==> src/blpl_pkg.sv <==
// ----------------------------------------------------------------------------
// blpl_pkg
// Types, register indexes, reset values and event codes of the button LED
// controller.
// ----------------------------------------------------------------------------
package blpl_pkg;

  localparam int unsigned RegWidth      = 16;
  localparam int unsigned RegIndexWidth = 3;
  localparam int unsigned EventWidth    = 3;
  localparam int unsigned CountWidthDef = 16;

  localparam logic [RegIndexWidth-1:0] RegDebounce    = 3'd0;
  localparam logic [RegIndexWidth-1:0] RegHoldStep    = 3'd1;
  localparam logic [RegIndexWidth-1:0] RegHoldLimit   = 3'd2;
  localparam logic [RegIndexWidth-1:0] RegReleasePoll = 3'd3;
  localparam logic [RegIndexWidth-1:0] RegAutoOff     = 3'd4;

  localparam logic [RegWidth-1:0] DebounceReset    = 16'd50;
  localparam logic [RegWidth-1:0] HoldStepReset    = 16'd10;
  localparam logic [RegWidth-1:0] HoldLimitReset   = 16'd2000;
  localparam logic [RegWidth-1:0] ReleasePollReset = 16'd50;
  localparam logic [RegWidth-1:0] AutoOffReset     = 16'd10000;

  typedef enum logic [EventWidth-1:0] {
    EV_NONE      = 3'd0,
    EV_PRESS     = 3'd1,
    EV_CLICK     = 3'd2,
    EV_FORCE_OFF = 3'd3,
    EV_AUTO_OFF  = 3'd4
  } event_e;

  typedef struct packed {
    logic [RegWidth-1:0] debounce_ticks;
    logic [RegWidth-1:0] hold_step_ticks;
    logic [RegWidth-1:0] hold_limit_ticks;
    logic [RegWidth-1:0] release_poll_ticks;
    logic [RegWidth-1:0] auto_off_ticks;
  } cfg_t;

  typedef struct packed {
    logic   led_on;
    event_e event_code;
  } result_t;

  typedef struct packed {
    logic step;
    logic level;
  } tick_t;

endpackage

==> src/blpl_in_stage.sv <==
// ----------------------------------------------------------------------------
// blpl_in_stage
// Input register: holds one button sample until the result stage takes it.
// ----------------------------------------------------------------------------
module blpl_in_stage (
  input  logic                 clk_i,
  input  logic                 rst_ni,
  input  logic                 in_valid_i,
  output logic                 in_stall_o,
  input  logic                 button_level_i,
  input  logic                 out_ready_i,
  output blpl_pkg::tick_t      tick_o
);

  logic valid_q, valid_d;
  logic level_q;
  logic accept;
  logic advance;

  assign advance    = valid_q && out_ready_i;
  assign in_stall_o = valid_q && !out_ready_i;
  assign accept     = in_valid_i && !in_stall_o;

  always_comb begin
    valid_d = valid_q;
    if (accept) begin
      valid_d = 1'b1;
    end else if (advance) begin
      valid_d = 1'b0;
    end
  end

  always_ff @(posedge clk_i or negedge rst_ni) begin
    if (!rst_ni) begin
      valid_q <= 1'b0;
    end else begin
      valid_q <= valid_d;
    end
  end

  always_ff @(posedge clk_i) begin
    if (accept) begin
      level_q <= button_level_i;
    end
  end

  assign tick_o.step  = advance;
  assign tick_o.level = level_q;

endmodule

==> src/blpl_core.sv <==
// ----------------------------------------------------------------------------
// blpl_core
// Button state machine, hold accumulator and auto-off countdown; advances one
// tick per transaction and presents the result of that tick.
// ----------------------------------------------------------------------------
module blpl_core #(
  parameter int unsigned COUNT_WIDTH = blpl_pkg::CountWidthDef
) (
  input  logic              clk_i,
  input  logic              rst_ni,
  input  blpl_pkg::tick_t   tick_i,
  input  blpl_pkg::cfg_t    cfg_i,
  output blpl_pkg::result_t result_o
);

  localparam int unsigned ExtWidth =
    (COUNT_WIDTH > blpl_pkg::RegWidth) ? COUNT_WIDTH : blpl_pkg::RegWidth;

  typedef logic [COUNT_WIDTH-1:0] cnt_t;
  typedef logic [blpl_pkg::RegWidth-1:0] reg_t;

  localparam cnt_t CntMax = '1;
  localparam cnt_t CntOne = cnt_t'(1);

  typedef enum logic [1:0] {
    PhIdle,
    PhDebounce,
    PhHold,
    PhLockout
  } phase_e;

  function automatic cnt_t clampc(reg_t v);
    logic [ExtWidth-1:0] ve;
    logic [ExtWidth-1:0] me;
    ve = ExtWidth'(v);
    me = ExtWidth'(CntMax);
    clampc = (ve > me) ? CntMax : ve[COUNT_WIDTH-1:0];
  endfunction

  function automatic cnt_t sat_add(cnt_t a, cnt_t b);
    logic [COUNT_WIDTH:0] s;
    s = {1'b0, a} + {1'b0, b};
    sat_add = s[COUNT_WIDTH] ? CntMax : s[COUNT_WIDTH-1:0];
  endfunction

  function automatic logic reached(cnt_t v, reg_t lim);
    reached = (v >= clampc(lim)) || (v == CntMax);
  endfunction

  phase_e phase_q, phase_d;
  logic   prev_level_q;
  cnt_t   phase_cnt_q, phase_cnt_d;
  cnt_t   hold_acc_q, hold_acc_d;
  cnt_t   remain_q, remain_d;
  logic   running_q, running_d;
  logic   led_q, led_d;
  blpl_pkg::event_e ev;
  cnt_t   cnt_inc;
  cnt_t   hold_next;
  logic   lvl;

  assign lvl       = tick_i.level;
  assign cnt_inc   = sat_add(phase_cnt_q, CntOne);
  assign hold_next = sat_add(hold_acc_q, clampc(cfg_i.hold_step_ticks));

  always_comb begin
    phase_d     = phase_q;
    phase_cnt_d = phase_cnt_q;
    hold_acc_d  = hold_acc_q;
    remain_d    = remain_q;
    running_d   = running_q;
    led_d       = led_q;
    ev          = blpl_pkg::EV_NONE;

    if (running_q) begin
      if (remain_q <= CntOne) begin
        remain_d  = '0;
        running_d = 1'b0;
        led_d     = 1'b0;
        ev        = blpl_pkg::EV_AUTO_OFF;
      end else begin
        remain_d = remain_q - CntOne;
      end
    end

    case (phase_q)
      PhIdle: begin
        if (prev_level_q && !lvl) begin
          phase_d     = PhDebounce;
          phase_cnt_d = '0;
        end
      end
      PhDebounce: begin
        phase_cnt_d = cnt_inc;
        if (reached(cnt_inc, cfg_i.debounce_ticks)) begin
          phase_cnt_d = '0;
          if (!lvl) begin
            led_d      = 1'b1;
            remain_d   = clampc(cfg_i.auto_off_ticks);
            running_d  = 1'b1;
            hold_acc_d = clampc(cfg_i.debounce_ticks);
            phase_d    = PhHold;
            ev         = blpl_pkg::EV_PRESS;
          end else begin
            phase_d = PhIdle;
          end
        end
      end
      PhHold: begin
        phase_cnt_d = cnt_inc;
        if (reached(cnt_inc, cfg_i.hold_step_ticks)) begin
          phase_cnt_d = '0;
          hold_acc_d  = hold_next;
          if (reached(hold_next, cfg_i.hold_limit_ticks)) begin
            led_d     = 1'b0;
            running_d = 1'b0;
            remain_d  = '0;
            phase_d   = lvl ? PhIdle : PhLockout;
            ev        = blpl_pkg::EV_FORCE_OFF;
          end else if (lvl) begin
            phase_d = PhIdle;
            ev      = blpl_pkg::EV_CLICK;
          end
        end
      end
      default: begin
        phase_cnt_d = cnt_inc;
        if (reached(cnt_inc, cfg_i.release_poll_ticks)) begin
          phase_cnt_d = '0;
          if (lvl) begin
            phase_d = PhIdle;
          end
        end
      end
    endcase
  end

  always_ff @(posedge clk_i or negedge rst_ni) begin
    if (!rst_ni) begin
      phase_q      <= PhIdle;
      prev_level_q <= 1'b1;
      phase_cnt_q  <= '0;
      hold_acc_q   <= '0;
      remain_q     <= '0;
      running_q    <= 1'b0;
      led_q        <= 1'b0;
    end else if (tick_i.step) begin
      phase_q      <= phase_d;
      prev_level_q <= lvl;
      phase_cnt_q  <= phase_cnt_d;
      hold_acc_q   <= hold_acc_d;
      remain_q     <= remain_d;
      running_q    <= running_d;
      led_q        <= led_d;
    end
  end

  assign result_o.led_on     = led_d;
  assign result_o.event_code = ev;

endmodule

==> src/blpl_out_stage.sv <==
// ----------------------------------------------------------------------------
// blpl_out_stage
// Result register: holds one result until the consumer takes it.
// ----------------------------------------------------------------------------
module blpl_out_stage (
  input  logic              clk_i,
  input  logic              rst_ni,
  input  logic              load_i,
  input  blpl_pkg::result_t result_i,
  output logic              out_ready_o,
  output logic              out_valid_o,
  input  logic              out_stall_i,
  output logic              led_on_o,
  output logic [blpl_pkg::EventWidth-1:0] event_code_o
);

  logic              valid_q, valid_d;
  blpl_pkg::result_t result_q;

  assign out_ready_o = !valid_q || !out_stall_i;

  always_comb begin
    valid_d = valid_q && out_stall_i;
    if (load_i) begin
      valid_d = 1'b1;
    end
  end

  always_ff @(posedge clk_i or negedge rst_ni) begin
    if (!rst_ni) begin
      valid_q <= 1'b0;
    end else begin
      valid_q <= valid_d;
    end
  end

  always_ff @(posedge clk_i) begin
    if (load_i) begin
      result_q <= result_i;
    end
  end

  assign out_valid_o  = valid_q;
  assign led_on_o     = result_q.led_on;
  assign event_code_o = result_q.event_code;

endmodule

==> src/button_long_press_led_controller_core.sv <==
// ----------------------------------------------------------------------------
// button_long_press_led_controller_core
// Debounced push button with long-press lockout and auto-off timer for an LED.
// ----------------------------------------------------------------------------
// Each transaction carries one tick's button sample and yields exactly one
// result: the LED level after the tick and an event code. The block takes a
// transaction every clock cycle while the input does not stall. An accepted
// sample waits in the input register and feeds the combinational state
// update, whose result is loaded into the result register. A stalled result
// holds the input register, and the input stalls once that register is also
// full. Configuration registers are to be written through the plain write
// port only while no transaction is in flight; the block does not enforce it.
module button_long_press_led_controller_core #(
  parameter int unsigned COUNT_WIDTH = blpl_pkg::CountWidthDef
) (
  input  logic                                clk_i,
  input  logic                                rst_ni,
  input  logic                                cfg_we_i,
  input  logic [blpl_pkg::RegIndexWidth-1:0]  cfg_index_i,
  input  logic [blpl_pkg::RegWidth-1:0]       cfg_wdata_i,
  input  logic                                in_valid_i,
  output logic                                in_stall_o,
  input  logic                                button_level_i,
  output logic                                out_valid_o,
  input  logic                                out_stall_i,
  output logic                                led_on_o,
  output logic [blpl_pkg::EventWidth-1:0]     event_code_o
);

  blpl_pkg::cfg_t    cfg_q;
  blpl_pkg::tick_t   tick;
  blpl_pkg::result_t result;
  logic              out_ready;

  always_ff @(posedge clk_i or negedge rst_ni) begin
    if (!rst_ni) begin
      cfg_q.debounce_ticks     <= blpl_pkg::DebounceReset;
      cfg_q.hold_step_ticks    <= blpl_pkg::HoldStepReset;
      cfg_q.hold_limit_ticks   <= blpl_pkg::HoldLimitReset;
      cfg_q.release_poll_ticks <= blpl_pkg::ReleasePollReset;
      cfg_q.auto_off_ticks     <= blpl_pkg::AutoOffReset;
    end else if (cfg_we_i) begin
      case (cfg_index_i)
        blpl_pkg::RegDebounce:    cfg_q.debounce_ticks     <= cfg_wdata_i;
        blpl_pkg::RegHoldStep:    cfg_q.hold_step_ticks    <= cfg_wdata_i;
        blpl_pkg::RegHoldLimit:   cfg_q.hold_limit_ticks   <= cfg_wdata_i;
        blpl_pkg::RegReleasePoll: cfg_q.release_poll_ticks <= cfg_wdata_i;
        blpl_pkg::RegAutoOff:     cfg_q.auto_off_ticks     <= cfg_wdata_i;
        default: begin
        end
      endcase
    end
  end

  blpl_in_stage u_in_stage (
    .clk_i          (clk_i),
    .rst_ni         (rst_ni),
    .in_valid_i     (in_valid_i),
    .in_stall_o     (in_stall_o),
    .button_level_i (button_level_i),
    .out_ready_i    (out_ready),
    .tick_o         (tick)
  );

  blpl_core #(
    .COUNT_WIDTH (COUNT_WIDTH)
  ) u_core (
    .clk_i    (clk_i),
    .rst_ni   (rst_ni),
    .tick_i   (tick),
    .cfg_i    (cfg_q),
    .result_o (result)
  );

  blpl_out_stage u_out_stage (
    .clk_i        (clk_i),
    .rst_ni       (rst_ni),
    .load_i       (tick.step),
    .result_i     (result),
    .out_ready_o  (out_ready),
    .out_valid_o  (out_valid_o),
    .out_stall_i  (out_stall_i),
    .led_on_o     (led_on_o),
    .event_code_o (event_code_o)
  );

endmodule

==> config.mk <==
export PLATFORM = sky130hd
export DESIGN_NAME = button_long_press_led_controller_core
export DESIGN_NICKNAME = d
export VERILOG_FILES = /design/src/blpl_pkg.sv /design/src/blpl_in_stage.sv /design/src/blpl_core.sv /design/src/blpl_out_stage.sv /design/src/button_long_press_led_controller_core.sv
export SDC_FILE = /design/constraint.sdc
export NUM_CORES = 1
export LEC_CHECK = 0
export BUFFER_PORTS_ARGS = -buffer_cell sky130_fd_sc_hd__buf_2
export CAP_MARGIN = 20
export CORE_MARGIN = 1.5
export CORE_UTILIZATION = 45
export DETAILED_ROUTE_END_ITERATION = 8
export SETUP_SLACK_MARGIN = 0.1
export SYNTH_ARGS = -nofsm -noshare
export SYNTH_HDL_FRONTEND = slang
export SYNTH_SLANG_ARGS = --single-unit
==> constraint.sdc <==
create_clock -name clk_i -period 10 [get_ports clk_i]
set_input_delay 0.5 -clock clk_i [delete_from_list [all_inputs] [get_ports clk_i]]
set_output_delay 0.5 -clock clk_i [all_outputs]
set_load 0.005 [all_outputs]
==> results.py, run 1 <==
metrics = {
    "place": {
        "place_congestion": 0.800,
        "dp.cells": 1243,
        "port_buffers": 30,
        "placed_cell_area_um2": 9490,
        "hpwl_mm": 16.9,
    },
    "critical_path": {
        "worstSetupPathType": "flip-flop to flip-flop",
        "cp_data_required_time_ps": 10350,
        "crit_path_max_incr_delay_ps": 580,
        "slowest_stage": "or4_2",
        "end_kind": "flip-flop",
        "cp.arrival_ps": 5470,
        "crit_path_cell_trace": "ha_1 > fa_1 > a211oi_2 > o211ai_1 > a21boi_2 > nor2_1 > o22ai_1 > buf_4 > nand2_1 > ha_1 > a211oi_1 > o211ai_1 > a31oi_1 > nor3b_1 > o211ai_1 > a21oi_2 > a221oi_4 > or4_2 > o211ai_1",
        "path_max_fanout": 24,
        "cp_common_cell": "o211ai_1",
        "cp_num_buf_inv": 1,
        "critPathTopFamily": "compound AO/OA/AOI/OAI gates",
        "crit_path_start_kind": "flip-flop",
    },
    "layout": {
        "final_cell_area_um2": 10100,
        "drive_gt1_share_pct": 16.6,
        "utilization_pct": 51.6,
        "layout_commonest_cell": "nand2_1",
        "syn2layout_area_growth_pct": 11.8,
        "n_antenna_cell": 0,
        "finalNonFillerCells": 1275,
        "final_cell_mix": "nand2_1, dfrtp_1, o21ai_0, ha_1, inv_1",
        "fin_nets": 1110,
    },
    "floorplanning": {
        "core_area_um2": 19600,
        "pin_count": 31,
        "die_area_um2": 20900,
        "dieHeight_um": 145,
        "die_w_um": 145,
        "start_util_pct": 46.1,
        "rows": 51,
    },
    "clocking": {
        "clockBufferDepth": 2,
        "cts-resized-gates": 0,
        "clock_latency_ps": 430,
        "path_clk_slew_ps": 60,
        "cts_tree": "yes",
        "numCtsBuffers": 17,
        "cts_setup_buffers": 0,
        "ctsHtreeMaxLevel": 4,
        "root_buffer": "clkbuf_16",
        "clock_sinks": 140,
        "cts_hold_buf": 0,
    },
    "logic_synthesis": {
        "synth.area.mux_share_pct": 7.07,
        "netlist_top_cells_area": "dfrtp_1, ha_1, mux2_2, dfstp_2, o21ai_0",
        "synth_fa_ha_area_share_pct": 12.3,
        "synth_edf_count": 5,
        "yosysSeqAreaShare_pct": 39.3,
        "synth_compound_area_share_pct": 17.8,
        "yosysWarningCount": 0,
        "ys_types": 73,
        "syn_area_per_cell_um2": 9.29,
        "synthesis.area_um2": 9040,
        "synthCells": 973,
        "synth_top_area_share_pct": 31.8,
        "ys_ff_latch": 140,
        "syn_nets": 1086,
        "synth_xor_area_share_pct": 2.42,
        "synth-simple-area-share_pct": 16.0,
        "synth_async_sr_flop_share_pct": 96.4,
        "yosysTopAreaCell": "dfrtp_1",
        "synth_top_family_by_area": "compound AO/OA/AOI/OAI gates",
        "synth-main-ff-cell": "dfrtp_1",
    },
    "sta": {
        "finalClockSkew_ps": 11.7,
        "worst_slew_pin_slew_ps": 1100,
        "finalSetupViolCount": 0,
        "finalCritPeriodShare_pct": 51.2,
        "hold_violations": 0,
        "fmax_mhz": 195,
        "slew_headroom_pct": 26.5,
        "report.final.slew_viol_count": 0,
        "fin_crit_ps": 5120,
        "setup_tns_ps": 0,
        "rsz0062_at_grt": "no",
    },
    "power_and_ir_drop": {
        "p_per_area_nw_per_um2": 275,
        "finalPower_mw": 2.78,
        "power.leakage_nw": 4.57,
        "ir_drop_mv": 0.106,
    },
    "drt": {
        "drtAntennaViolNets": 0,
        "via_per_inst": 5.56,
        "drcViolationCount": 0,
        "dr.pass1.iters": 5,
        "wl_per_cell_um": 17.8,
        "drt_first_iter_violations": 433,
        "via_count": 7087,
        "routed_wl_mm": 22.7,
    },
    "grt": {
        "grt_max_degree": 77,
        "antenna_found_initial": 0,
        "grt_first_pass_wirelength_mm": 36.7,
        "grtUsageTotal_pct": 23.1,
        "grt-ovfl-total": 0,
        "grt_pass1_vias": 6775,
    },
    "flow_run": {
        "max_cap_violations": 0,
    },
    "status": {
        "status": "finished, final reports clean",
    },
    "worst_hold_path": {
        "hold_class": "input port to async pin",
    },
}
==> layout make-up <==
cell class / instances / area (um2)
Fill cell: 1843 / 9480
Multi-Input combinational cell: 713 / 5060
Sequential cell: 140 / 3550
Clock buffer: 21 / 450
Tap cell: 265 / 332
Inverter: 86 / 323
Timing Repair Buffer: 39 / 224
Clock inverter: 11 / 168
==> worst paths after layout <==
path	start	to	slack, ps	cells past startpoint
worst max-delay path	cfg_q[48]	u_core.remain_q[11]	4880	19
worst min-delay path	rst_ni	u_core.hold_acc_q[14]	120	1
worst max register to register	cfg_q[48]	u_core.remain_q[11]	4880	19
worst min register to register	cfg_q[6]	u_core.remain_q[6]	480	1
max in group asynchronous	rst_ni	cfg_q[2]	8610	2
min in group clk_i	button_level_i	u_in_stage.level_q	250	1
==> metal layers <==
metal | vias up | share of wire, % | wire, um | track usage (%)
li1 | 3530 | - | - | -
met1 | 3395 | 49 | 11200 | 32.6
met2 | 143 | 46 | 10400 | 37.0
met3 | 19 | 3.8 | 862 | 3.29
met4 | 0 | 1.0 | 234 | 6.06
met5 | - | 0 | 0 | 0
==> flip-flops by register name, summed over array words and instances, names as in the netlist <==
| signal | flops |
|---|---|
| cfg_q | 80 |
| u_out_stage.out_valid_o | 1 |
| u_in_stage.valid_q | 1 |
| u_core.led_q | 1 |
| u_out_stage.event_code_o | 3 |
| u_out_stage.led_on_o | 1 |
| u_core.running_q | 1 |
| u_core.phase_cnt_q | 16 |
| u_core.prev_level_q | 1 |
| u_core.phase_q | 2 |
| u_core.hold_acc_q | 16 |
| u_core.remain_q | 16 |
| u_in_stage.level_q | 1 |
==> metrics by stage <==
stage	hold slack (ps)	worst slack, ps
2_1_floorplan	204	5100
3_3_place_gp	471	5090
3_5_place_dp	475	4910
4_1_cts	150	4880
5_1_grt	177	4520
6_report	117	4880
==> cells by family (layout without fill, tap and decap cells) <==
group                      Yosys count  in the layout
and+or+nand+nor                    290            290
AOI/OAI and AO/OA                  253            253
DFF                                140            140
buffers and inverters              120            157
adders and majority gates           88             88
muxes                               57             57
xor gates and xnor gates            25             25
==> worst reg2reg max path, delay by kind of cell, from the launching register on <==
family	cells	cell delay [ps]
flops	1	410
simple gates	4	1020
buf+inv	1	280
fa+ha+maj	3	1000
compound gates	11	2340
==> synth_stat cells (3+ instances only) <==
cell type	n
a211o_1	4
a211oi_1	10
a21o_1	13
a21oi_1	41
a221o_1	6
a22oi_1	8
a31oi_1	12
and2_1	9
and3_1	8
buf_2	6
clkbuf_1	25
dfrtp_1	115
dfstp_2	20
edfxtp_1	5
ha_1	87
inv_1	85
mux2_2	52
mux2i_1	4
nand2_1	117
nand2b_1	20
nand3_1	24
nand4_1	12
nor2_1	31
nor2b_1	12
nor3_1	20
nor4_1	8
nor4b_1	3
o211ai_1	18
o21a_1	8
o21ai_0	97
o21ai_1	3
o21ai_2	3
o22ai_1	4
o31ai_1	5
or3_1	4
or4_1	3
xnor2_1	15
xor2_1	10
==> power by group <==
part | switching (mW) | internal (mW) | leakage (nW) | total (mW)
combinational | 0.739 | 0.534 | 2.59 | 1.27
sequential | 0.110 | 0.726 | 1.68 | 0.836
clock | 0.252 | 0.423 | 0.297 | 0.675
(Power assumes the default switching activity.)
==> inputs of run 2 (changes only) <==
==> constraint.sdc (replaced) <==
create_clock -name clk_i -period 5.1 [get_ports clk_i]
set_input_delay 0.255 -clock clk_i [delete_from_list [all_inputs] [get_ports clk_i]]
set_output_delay 0.255 -clock clk_i [all_outputs]
set_load 0.005 [all_outputs]
==> results.py, run 2 (synthesis gave the netlist of run 1 again) <==
metrics = {
    "critical_path": {
        "worstSetupPathType": "flip-flop to flip-flop",
        "crit_path_start_kind": "flip-flop",
        "reg2reg_from": "cfg_q[48]",
        "cp_data_required_time_ps": 5440,
        "r2r_end": "u_core.remain_q[14]",
        "end_kind": "flip-flop",
        "cp.arrival_ps": 5040,
        "path_max_fanout": 24,
        "ff2ff_setup_slack_ps": 400,
        "r2r_cells": 20,
    },
    "sta": {
        "hold_violations": 0,
        "finalClockSkew_ps": 8.77,
        "finalCritPeriodShare_pct": 92.1,
        "slew_headroom_pct": 37.7,
        "finalSetupViolCount": 0,
        "fmax_mhz": 213,
        "setup_slack_ps": 403,
        "rsz0062_at_grt": "no",
        "worst_slew_pin_slew_ps": 930,
        "report.final.slew_viol_count": 0,
        "setup_tns_ps": 0,
        "fin_crit_ps": 4700,
        "holdWs_ps": 27.7,
    },
    "worst_hold_path": {
        "hold_depth": 2,
        "hold_start": "in_valid_i",
        "worstHoldEndpoint": "u_in_stage.valid_q",
        "hold_class": "input port to flip-flop",
    },
    "floorplanning": {
        "die_w_um": 145,
        "dieHeight_um": 145,
        "die_area_um2": 20900,
        "start_util_pct": 46.1,
        "pin_count": 31,
        "rows": 51,
        "core_area_um2": 19600,
    },
    "layout": {
        "syn2layout_area_growth_pct": 13.2,
        "n_antenna_cell": 0,
        "final_cell_mix": "nand2_1, dfrtp_1, o21ai_0, ha_1, inv_1",
        "top_register": "cfg_q",
        "largest_reg_flops": 80,
        "fillers": 1811,
        "drive_gt1_share_pct": 18.0,
        "layout_commonest_cell": "nand2_1",
        "fin_nets": 1118,
        "final_cell_area_um2": 10200,
    },
    "grt": {
        "grt_max_degree": 99,
        "grtUsageTotal_pct": 23.3,
        "grt_pass1_vias": 6762,
        "grt-ovfl-total": 0,
        "grt_first_pass_wirelength_mm": 36.8,
        "antenna_found_initial": 0,
    },
    "power_and_ir_drop": {
        "p_per_area_nw_per_um2": 547,
        "finalPower_mw": 5.59,
        "power.leakage_nw": 4.62,
        "ir_drop_mv": 0.239,
    },
    "clocking": {
        "cts_tree": "yes",
        "root_buffer": "clkbuf_16",
        "path_clk_slew_ps": 70,
        "numCtsBuffers": 17,
        "clock_latency_ps": 430,
        "clock_sinks": 140,
        "ctsHtreeMaxLevel": 4,
        "clockBufferDepth": 2,
    },
    "place": {
        "port_buffers": 30,
        "pre_cts_ws_ps": 102,
        "place_congestion": 0.894,
        "placed_cell_area_um2": 9530,
        "hpwl_mm": 16.9,
    },
    "drt": {
        "drt_first_iter_violations": 384,
        "dr.pass1.iters": 6,
        "drtAntennaViolNets": 0,
        "routed_wl_mm": 22.9,
        "drcViolationCount": 0,
        "wl_per_cell_um": 17.9,
        "via_count": 7156,
        "via_per_inst": 5.58,
    },
    "status": {
        "status": "finished, final reports clean",
    },
    "flow_run": {
        "max_cap_violations": 0,
    },
}
==> run 2: how the worst max path moves through the flow <==
stage	startpoint	to	slack [ps]	cells past startpoint
after global routing	cfg_q[48]	u_core.remain_q[14]	110	21
after floorplan	cfg_q[48]	u_core.remain_q[11]	200	20
after detailed placement	cfg_q[48]	u_core.remain_q[14]	100	20
after CTS	cfg_q[48]	u_core.remain_q[14]	110	20
final	cfg_q[48]	u_core.remain_q[14]	400	20
after global placement	cfg_q[48]	u_core.remain_q[12]	280	20
==> run 2: where the power goes <==
part	switching (mW)	leakage, nW	internal (mW)	total [mW]
sequential	0.221	1.68	1.42	1.64
combinational	1.50	2.65	1.12	2.62
clock	0.525	0.293	0.807	1.33
==> run 2: cell type report <==
class,instances,area (um2),share of cell area (%)
repair buffers,47,302,2.95
multi-input cells,713,5090,49.7
clock buffers,18,450,4.40
flip-flops and latches,140,3550,34.7
inverters,86,323,3.16
clock inverters,14,183,1.79
well taps,265,332,3.24
==> run 2: worst max-delay path: stages, from the launching register on <==
cell,delay (ps)
dfrtp_1,400
ha_1,250
fa_2,380
a211oi_2,250
o211ai_1,200
a21boi_2,240
nor2_1,80
o22ai_2,160
buf_12,180
nand2_1,70
ha_1,310
a211oi_2,280
o211ai_1,130
a31oi_1,170
nor3b_2,200
o211ai_1,150
a21oi_2,280
a221oi_4,150
buf_4,200
or2_2,300
o21ai_0,200
==> run 2: timing repair <==
action,CTS,global route
endpoints found under the hold margin,82,0
pin swaps,0,1
hold buffers,2,0
gates resized for setup,0,7
setup endpoints to repair,5,18
buffers inserted,1,1
==> run 2: routing by layer <==
metal / routed length [um] / vias up / track usage [%] / share of wire [%]
met2: 10600 / 165 / 37.4 / 46
met1: 11000 / 3437 / 32.5 / 48
met3: 1050 / 24 / 3.95 / 4.6
met4: 324 / 0 / 6.27 / 1.4
li1: - / 3530 / - / -
met5: 0 / - / 0 / 0
==> run 2: through the flow <==
stage,utilization [%],instances
after floorplan,-,973
after global placement,48.6,1246
after detailed placement,48.7,1247
after CTS,52.0,1282
after global routing,52.2,1283
final,52.2,1283
